**src/hw/rtl/spb_pkg.sv**
```systemverilog
// Shared types, constants and arithmetic helpers for the subpicture RGB565 blend unit.
// Used by spb_cfg, spb_locate, spb_mix and subpicture_rgb565_blend_unit.
package spb_pkg;

  localparam int unsigned COORD_BITS   = 12;
  localparam int unsigned PALETTE_SIZE = 16;
  localparam int unsigned CFG_IDX_W    = 3;
  localparam int unsigned CFG_DATA_W   = 64;
  localparam int unsigned PIXEL_W      = 16;
  localparam int unsigned CODE_W       = 4;
  localparam int unsigned LEVEL_W      = 4;

  localparam logic [LEVEL_W-1:0] LEVEL_MAX   = 4'hf;
  localparam logic [11:0]        DIV15_RECIP = 12'd2185;  // ceil(2^15 / 15)
  localparam int unsigned        DIV15_SHIFT = 15;

  localparam logic [12:0] FRAME_WIDTH_RST = 13'd720;

  typedef enum logic [CFG_IDX_W-1:0] {
    CFG_FRAME_WIDTH    = 3'd0,
    CFG_WINDOW_LEFT    = 3'd1,
    CFG_WINDOW_TOP     = 3'd2,
    CFG_WINDOW_COLUMNS = 3'd3,
    CFG_WINDOW_ROWS    = 3'd4,
    CFG_SLOT_MAP       = 3'd5,
    CFG_OPACITY_MAP    = 3'd6
  } cfg_index_e;

  typedef struct packed {
    logic [12:0] frame_width;
    logic [11:0] window_left;
    logic [11:0] window_top;
    logic [12:0] window_columns;
    logic [12:0] window_rows;
    logic [63:0] slot_map;
    logic [63:0] opacity_map;
  } cfg_t;

  typedef struct packed {
    logic [PIXEL_W-1:0] pixel;
    logic [PIXEL_W-1:0] colour;
    logic [LEVEL_W-1:0] level;
    logic               blend;
    logic               in_win;
  } blend_req_t;

  function automatic logic [PIXEL_W-1:0] palette(input logic [CODE_W-1:0] slot);
    logic [PIXEL_W-1:0] c;
    case (slot)
      4'd0:    c = 16'h0000;
      4'd1:    c = 16'h20e2;
      4'd2:    c = 16'h83ac;
      4'd3:    c = 16'h4227;
      4'd4:    c = 16'ha381;
      4'd5:    c = 16'had13;
      4'd6:    c = 16'hbdf8;
      4'd7:    c = 16'hd657;
      4'd8:    c = 16'hee67;
      4'd9:    c = 16'h6a40;
      4'd10:   c = 16'hd4c1;
      4'd11:   c = 16'hf602;
      4'd12:   c = 16'hf664;
      4'd13:   c = 16'he561;
      4'd14:   c = 16'had13;
      default: c = 16'hffdf;
    endcase
    return c;
  endfunction

  // (f*(15-o) + c*o) / 15 on one colour field; divide by reciprocal, exact for sums < 1024
  function automatic logic [5:0] mix_field(input logic [5:0] f, input logic [5:0] c,
                                           input logic [LEVEL_W-1:0] o);
    logic [9:0]  sum;
    logic [21:0] prod;
    sum  = ({4'b0, f} * {6'b0, LEVEL_MAX - o}) + ({4'b0, c} * {6'b0, o});
    prod = {12'b0, sum} * {10'b0, DIV15_RECIP};
    return prod[DIV15_SHIFT+5:DIV15_SHIFT];
  endfunction

endpackage

```
**src/hw/rtl/subpicture_rgb565_blend_unit.sv**
```systemverilog
// Subpicture overlay blend on an RGB565 pixel stream (top level).
// Input requests pass a window/palette lookup register, then a mix output register;
// throughput 1 pixel per cycle while out_ready_i does not hold the output.
// Reset: position counters to 0, pipeline empty, config registers to their reset values.
// Depends on spb_pkg, spb_cfg, spb_locate and spb_mix.
module subpicture_rgb565_blend_unit #(
  parameter int unsigned COORD_BITS = spb_pkg::COORD_BITS
) (
  input  logic                            clk_i,
  input  logic                            rst_ni,
  input  logic                            cfg_we_i,
  input  logic [spb_pkg::CFG_IDX_W-1:0]   cfg_index_i,
  input  logic [spb_pkg::CFG_DATA_W-1:0]  cfg_data_i,
  input  logic                            in_valid_i,
  output logic                            in_ready_o,
  input  logic [spb_pkg::PIXEL_W-1:0]     frame_pixel_i,
  input  logic [spb_pkg::CODE_W-1:0]      overlay_code_i,
  input  logic                            frame_start_i,
  output logic                            out_valid_o,
  input  logic                            out_ready_i,
  output logic [spb_pkg::PIXEL_W-1:0]     out_pixel_o,
  output logic                            in_window_o
);

  spb_pkg::cfg_t       cfg;
  spb_pkg::blend_req_t req;
  logic                req_valid, req_ready;

  spb_cfg u_cfg (
    .clk_i       (clk_i),
    .rst_ni      (rst_ni),
    .cfg_we_i    (cfg_we_i),
    .cfg_index_i (cfg_index_i),
    .cfg_data_i  (cfg_data_i),
    .cfg_o       (cfg)
  );

  spb_locate #(
    .COORD_BITS (COORD_BITS)
  ) u_locate (
    .clk_i          (clk_i),
    .rst_ni         (rst_ni),
    .cfg_i          (cfg),
    .in_valid_i     (in_valid_i),
    .in_ready_o     (in_ready_o),
    .frame_pixel_i  (frame_pixel_i),
    .overlay_code_i (overlay_code_i),
    .frame_start_i  (frame_start_i),
    .req_valid_o    (req_valid),
    .req_ready_i    (req_ready),
    .req_o          (req)
  );

  spb_mix u_mix (
    .clk_i       (clk_i),
    .rst_ni      (rst_ni),
    .req_valid_i (req_valid),
    .req_ready_o (req_ready),
    .req_i       (req),
    .out_valid_o (out_valid_o),
    .out_ready_i (out_ready_i),
    .out_pixel_o (out_pixel_o),
    .in_window_o (in_window_o)
  );

  // input side stalls only when both stages are full and the output is held
  assert property (@(posedge clk_i) disable iff (!rst_ni)
    !in_ready_o |-> (out_valid_o && !out_ready_i && req_valid))
    else $error("input stalled with free pipeline space");

  // a code is only blended inside the window
  assert property (@(posedge clk_i) disable iff (!rst_ni)
    req_valid |-> (!req.blend || req.in_win))
    else $error("blend request outside window");

  // pass-through requests reach the output unchanged
  assert property (@(posedge clk_i) disable iff (!rst_ni)
    (req_valid && req_ready && !req.blend) |=> (out_valid_o && out_pixel_o == $past(req.pixel)))
    else $error("pass-through pixel altered");

  // a request that moves to the output register carries its window flag along
  assert property (@(posedge clk_i) disable iff (!rst_ni)
    (req_valid && req_ready) |=> (in_window_o == $past(req.in_win)))
    else $error("window flag lost");

endmodule

```
**src/hw/rtl/spb_cfg.sv**
```systemverilog
// Configuration register file for the subpicture blend unit.
// Depends on spb_pkg for the register index codes and the cfg_t layout.
module spb_cfg (
  input  logic                              clk_i,
  input  logic                              rst_ni,
  input  logic                              cfg_we_i,
  input  logic [spb_pkg::CFG_IDX_W-1:0]     cfg_index_i,
  input  logic [spb_pkg::CFG_DATA_W-1:0]    cfg_data_i,
  output spb_pkg::cfg_t                     cfg_o
);

  spb_pkg::cfg_t cfg_q, cfg_d;

  always_comb begin
    cfg_d = cfg_q;
    if (cfg_we_i) begin
      case (spb_pkg::cfg_index_e'(cfg_index_i))
        spb_pkg::CFG_FRAME_WIDTH:    cfg_d.frame_width    = cfg_data_i[12:0];
        spb_pkg::CFG_WINDOW_LEFT:    cfg_d.window_left    = cfg_data_i[11:0];
        spb_pkg::CFG_WINDOW_TOP:     cfg_d.window_top     = cfg_data_i[11:0];
        spb_pkg::CFG_WINDOW_COLUMNS: cfg_d.window_columns = cfg_data_i[12:0];
        spb_pkg::CFG_WINDOW_ROWS:    cfg_d.window_rows    = cfg_data_i[12:0];
        spb_pkg::CFG_SLOT_MAP:       cfg_d.slot_map       = cfg_data_i;
        spb_pkg::CFG_OPACITY_MAP:    cfg_d.opacity_map    = cfg_data_i;
        default: ;
      endcase
    end
  end

  always_ff @(posedge clk_i or negedge rst_ni) begin
    if (!rst_ni) begin
      cfg_q <= '{frame_width:    spb_pkg::FRAME_WIDTH_RST,
                 window_left:    '0,
                 window_top:     '0,
                 window_columns: '0,
                 window_rows:    '0,
                 slot_map:       '0,
                 opacity_map:    '0};
    end else begin
      cfg_q <= cfg_d;
    end
  end

  assign cfg_o = cfg_q;

endmodule

```
**src/hw/rtl/spb_locate.sv**
```systemverilog
// Raster position counters, window test and palette lookup; registers one blend request.
// Depends on spb_pkg for cfg_t, blend_req_t and the palette table.
module spb_locate #(
  parameter int unsigned COORD_BITS = spb_pkg::COORD_BITS
) (
  input  logic                            clk_i,
  input  logic                            rst_ni,
  input  spb_pkg::cfg_t                   cfg_i,
  input  logic                            in_valid_i,
  output logic                            in_ready_o,
  input  logic [spb_pkg::PIXEL_W-1:0]     frame_pixel_i,
  input  logic [spb_pkg::CODE_W-1:0]      overlay_code_i,
  input  logic                            frame_start_i,
  output logic                            req_valid_o,
  input  logic                            req_ready_i,
  output spb_pkg::blend_req_t             req_o
);

  localparam int unsigned CW = ((COORD_BITS > 13) ? COORD_BITS : 13) + 1;

  logic [COORD_BITS-1:0] col_q, col_d, row_q, row_d;
  logic [COORD_BITS-1:0] col_eff, row_eff;
  logic [CW-1:0]         col_ext, row_ext, left_ext, top_ext;
  logic                  accept, win_hit, row_end;
  logic [spb_pkg::CODE_W-1:0]  slot;
  logic [spb_pkg::LEVEL_W-1:0] level;
  logic                  req_valid_q, req_valid_d;
  spb_pkg::blend_req_t   req_q, req_d;

  assign in_ready_o = !req_valid_q || req_ready_i;
  assign accept     = in_valid_i && in_ready_o;

  assign col_eff  = frame_start_i ? '0 : col_q;
  assign row_eff  = frame_start_i ? '0 : row_q;
  assign col_ext  = CW'(col_eff);
  assign row_ext  = CW'(row_eff);
  assign left_ext = CW'(cfg_i.window_left);
  assign top_ext  = CW'(cfg_i.window_top);

  assign win_hit = (col_ext >= left_ext) &&
                   ((col_ext - left_ext) < CW'(cfg_i.window_columns)) &&
                   (row_ext >= top_ext) &&
                   ((row_ext - top_ext) < CW'(cfg_i.window_rows));

  assign row_end = ((col_ext + CW'(1)) >= CW'(cfg_i.frame_width)) || (&col_eff);

  assign slot  = cfg_i.slot_map[{overlay_code_i, 2'b00} +: spb_pkg::CODE_W];
  assign level = cfg_i.opacity_map[{overlay_code_i, 2'b00} +: spb_pkg::LEVEL_W];

  always_comb begin
    col_d       = col_q;
    row_d       = row_q;
    req_d       = req_q;
    req_valid_d = req_valid_q;
    if (req_ready_i) begin
      req_valid_d = 1'b0;
    end
    if (accept) begin
      req_valid_d  = 1'b1;
      req_d.pixel  = frame_pixel_i;
      req_d.colour = spb_pkg::palette(slot);
      req_d.level  = level;
      req_d.in_win = win_hit;
      req_d.blend  = win_hit && (overlay_code_i != '0);
      if (row_end) begin
        col_d = '0;
        row_d = row_eff + COORD_BITS'(1);
      end else begin
        col_d = col_eff + COORD_BITS'(1);
        row_d = row_eff;
      end
    end
  end

  always_ff @(posedge clk_i or negedge rst_ni) begin
    if (!rst_ni) begin
      col_q       <= '0;
      row_q       <= '0;
      req_valid_q <= 1'b0;
    end else begin
      col_q       <= col_d;
      row_q       <= row_d;
      req_valid_q <= req_valid_d;
    end
  end

  always_ff @(posedge clk_i) begin
    req_q <= req_d;
  end

  assign req_valid_o = req_valid_q;
  assign req_o       = req_q;

endmodule

```
**src/hw/rtl/spb_mix.sv**
```systemverilog
// Per-field RGB565 mix of frame pixel and palette colour, with the output register.
// Depends on spb_pkg for blend_req_t and mix_field.
module spb_mix (
  input  logic                            clk_i,
  input  logic                            rst_ni,
  input  logic                            req_valid_i,
  output logic                            req_ready_o,
  input  spb_pkg::blend_req_t             req_i,
  output logic                            out_valid_o,
  input  logic                            out_ready_i,
  output logic [spb_pkg::PIXEL_W-1:0]     out_pixel_o,
  output logic                            in_window_o
);

  logic                        out_valid_q, out_valid_d;
  logic [spb_pkg::PIXEL_W-1:0] pixel_q, pixel_d;
  logic                        in_window_q, in_window_d;
  logic                        load;
  logic [5:0]                  red, green, blue;
  logic [spb_pkg::PIXEL_W-1:0] mixed;

  assign req_ready_o = !out_valid_q || out_ready_i;
  assign load        = req_valid_i && req_ready_o;

  assign red   = spb_pkg::mix_field({1'b0, req_i.pixel[15:11]}, {1'b0, req_i.colour[15:11]},
                                    req_i.level);
  assign green = spb_pkg::mix_field(req_i.pixel[10:5], req_i.colour[10:5], req_i.level);
  assign blue  = spb_pkg::mix_field({1'b0, req_i.pixel[4:0]}, {1'b0, req_i.colour[4:0]},
                                    req_i.level);
  assign mixed = {red[4:0], green, blue[4:0]};

  always_comb begin
    out_valid_d = out_valid_q;
    pixel_d     = pixel_q;
    in_window_d = in_window_q;
    if (out_ready_i) begin
      out_valid_d = 1'b0;
    end
    if (load) begin
      out_valid_d = 1'b1;
      pixel_d     = req_i.blend ? mixed : req_i.pixel;
      in_window_d = req_i.in_win;
    end
  end

  always_ff @(posedge clk_i or negedge rst_ni) begin
    if (!rst_ni) begin
      out_valid_q <= 1'b0;
    end else begin
      out_valid_q <= out_valid_d;
    end
  end

  always_ff @(posedge clk_i) begin
    pixel_q     <= pixel_d;
    in_window_q <= in_window_d;
  end

  assign out_valid_o = out_valid_q;
  assign out_pixel_o = pixel_q;
  assign in_window_o = in_window_q;

endmodule
```
**config.mk**
```make
export PLATFORM = sky130hd
export DESIGN_NAME = subpicture_rgb565_blend_unit
export DESIGN_NICKNAME = d
export VERILOG_FILES = /design/src/hw/rtl/spb_pkg.sv /design/src/hw/rtl/subpicture_rgb565_blend_unit.sv /design/src/hw/rtl/spb_cfg.sv /design/src/hw/rtl/spb_locate.sv /design/src/hw/rtl/spb_mix.sv
export SDC_FILE = /design/constraint.sdc
export NUM_CORES = 1
export LEC_CHECK = 0
export ABC_CLOCK_PERIOD_IN_PS = 9100
export BUFFER_PORTS_ARGS = -buffer_cell sky130_fd_sc_hd__buf_4
export CORE_MARGIN = 2
export CORE_UTILIZATION = 35
export DETAILED_ROUTE_END_ITERATION = 16
export PLACE_DENSITY = 0.5
export SKIP_CTS_REPAIR_TIMING = 1
export SYNTH_ARGS = -nofsm -noshare
export SYNTH_HDL_FRONTEND = slang
export SYNTH_HIERARCHICAL = 1
export SYNTH_SLANG_ARGS = --single-unit
```
**constraint.sdc**
```tcl
create_clock -name clk_i -period 9.1 [get_ports clk_i]
set_input_delay 0 -clock clk_i [delete_from_list [all_inputs] [get_ports clk_i]]
set_output_delay 0 -clock clk_i [all_outputs]
set_load 0.01 [all_outputs]
```
==> results.ini <==
[synthesis]
netlist_instances=1925
syn_area_um2=21900
synth.avg_cell_area_um2=11.4
synth_cell_types=90
ys_ff_latch=272
netlist_top_cells_count=296 x inv_1, 251 x ha_1, 213 x dfrtp_1
synth_warnings=6
synth.most_common_cell=inv_1
postSynth.asyncResetShare=0.798
synthTopCellsByArea=dfrtp_1 24%, ha_1 14%, fa_1 9.2%
synth_enable_flop_cells=55
yosys.area.top_type=dfrtp_1
synth_seq_area_share=0.324
ys.flop_type=dfrtp_1
synth_top_area_frac=0.244

[cts]
clk_pin_slew_ns=0.06
clkSinkCount=272
cts_made_buffers=35
cts_root_buf=clkbuf_16
cts_tree=yes
htreeDepth=2
clk-insertion-delay-late_ns=0.56
cts_buffer_depth=3

[worst_setup_path]
rr_worst_depth=28
worstReg2RegStart=u_locate/req_o[5]
cp-end-kind=register
required_ns=9.39
arrival_ns=8.39
crit_path_start_kind=register
cp_slowest_cell=edfxtp_1
crit_top_cell=inv_1
rr_endpoint=u_mix/out_pixel_o[9]
r2r_slack_ns=1.01
worstSetupPathType=reg -> reg
cp_max_fo=25
slowest_delay_ns=0.84

[floorplan]
ioPinCount=112
core_um2=61700
dieArea_um2=64500
initial_utilization=0.354
die_x_um=254
rows=91
die_h_um=254

[drt]
drtIter0Drc=658
dr.pass1.iters=5
dr_total_vias=14505
drc=0
wire_per_inst_um=17.1
postRouteAntennaNets=0
routed_wl_um=50900
routed_via_density=4.87

[place]
portBuffers=111
dp_hpwl_um=37600
gp_congestion=0.813

[timing]
fin_skew_ns=0.0209
setup_viol=0
relSlewSlack=0.235
hold_violations=0
tightest_slew_ns=1.15
setup-tns-final_ns=0
final-max-slew-violation-count=0
fin_crit_sh=0.889
grt_setup_unrepaired=false
clock.fmax_ghz=0.124
period_minus_slack_ns=8.09

[final_layout]
nNetsFinal=2562
area_delta_synth_final_pct=16.2
fillCellCount=5966
diodes=0
multi_input_area_um2=13200
drive_gt1_frac=0.204
regArea_um2=7090

[status]
status=completed

[job]
cap_viol_max_count=0

[grt]
overflow=0
grt_max_degree=89
grt_usage=0.162
grt_pass1_wl_um=82100
grt_pass1_vias=14853
antenna_found_initial=2

[hold_path]
worstHoldStart=frame_start_i
hold_class=in -> reg
min_delay_worst_endpoint=u_locate/row_q[2]
hold_depth=5

-- layout by cell type, fill, tap and decap left out, types with 7 or more instances in the layout --
cell	Yosys	final
nor2b_1	69	69
o211ai_1	10	10
clkbuf_16	0	36
fa_1	101	101
nor3_1	8	8
xor2_1	22	22
and2_1	55	55
mux2_4	120	120
mux2_2	77	77
dfrtp_1	213	213
mux4_1	8	8
edfxtp_1	55	55
o21a_1	8	8
nor2_1	60	60
buf_4	4	123
o21ai_0	50	50
dlygate4sd3_1	0	87
clkbuf_8	0	8
inv_1	296	295
nand2_1	91	91
a21o_1	24	24
clkbuf_1	25	9
or3_1	8	8
a221o_1	9	9
nand3_1	17	17
o21bai_1	7	7
xnor2_1	33	33
nand4_1	11	11
mux4_2	28	28
ha_1	251	251
nand2b_1	22	22
o31ai_1	11	11
a211oi_1	11	11
a21oi_1	66	66
and3_1	15	15
-- kinds of logic after synthesis --
kind of cell / count (synthesis) / share of synthesized area
fa+ha+maj: 352 / 0.236
mux: 239 / 0.163
xor+xnor: 57 / 0.0241
other cells: 1 / 0.000171
simple gates: 395 / 0.0985
compound gates: 254 / 0.0795
buf+inv: 355 / 0.0742
flops: 272 / 0.324
-- registers in the layout (all words and copies together) (netlist names) --
name / flops
u_locate/col_q: 12
u_mix/out_pixel_o: 16
u_locate/req_o: 38
u_mix/in_window_o: 1
u_locate/row_q: 12
u_mix/out_valid_o: 1
u_locate/req_valid_o: 1
u_cfg/cfg_o: 191
-- critical path: cells and delay by family, from the launching register on --
family | cells | cell delay, ns
flops | 1 | 0.84
xor+xnor | 2 | 0.49
simple gates | 4 | 0.78
fa+ha+maj | 10 | 3.79
compound gates | 5 | 1.47
buf+inv | 7 | 0.46
-- worst max-delay path by stage --
stage / from / to / slack (ns) / cells past startpoint
floorplan: u_locate/req_o[2] / u_mix/out_pixel_o[10] / 1.67 / 30
global placement: u_locate/req_o[5] / u_mix/out_pixel_o[9] / 1.14 / 28
detailed placement: u_locate/req_o[5] / u_mix/out_pixel_o[9] / 0.99 / 28
CTS: u_locate/req_o[5] / u_mix/out_pixel_o[9] / 0.98 / 28
global route: u_locate/req_o[5] / u_mix/out_pixel_o[9] / 0.47 / 29
finish: u_locate/req_o[5] / u_mix/out_pixel_o[9] / 1.01 / 28
-- stage by stage --
stage | area, um^2 | setup WS (ns) | std cells | utilization | hold slack, ns
3_5_place_dp | 23400 | 0.991 | 2830 | 0.378 | 0.0597
6_report | 25400 | 1.01 | 2981 | 0.412 | 0.0275
5_1_grt | 25400 | 0.470 | 2981 | 0.412 | 0.0359
3_3_place_gp | 23400 | 1.14 | 2830 | 0.378 | 0.0531
2_1_floorplan | 21900 | 1.67 | 1927 | - | -0.296
4_1_cts | 24500 | 0.977 | 2894 | 0.398 | -0.544
-- routing by layer --
layer | up-vias | global-route usage | part of all wire
met5 | - | 0 | 0
met4 | 0 | 0.0363 | 0.016
met3 | 47 | 0.0229 | 0.031
met2 | 199 | 0.267 | 0.47
met1 | 7251 | 0.226 | 0.48
li1 | 7008 | - | -
-- cell type report --
class,count,area share
tap,837,0.0412
multi-input combinational,1300,0.518
inverter,297,0.0439
clock buffer,53,0.0411
timing repair buffer,211,0.0712
sequential,272,0.279
clock inverter,11,0.00527
Power is left out: the tool's default activity adds up to more than one toggle a clock period on the data nets, which glitch-free logic cannot reach.
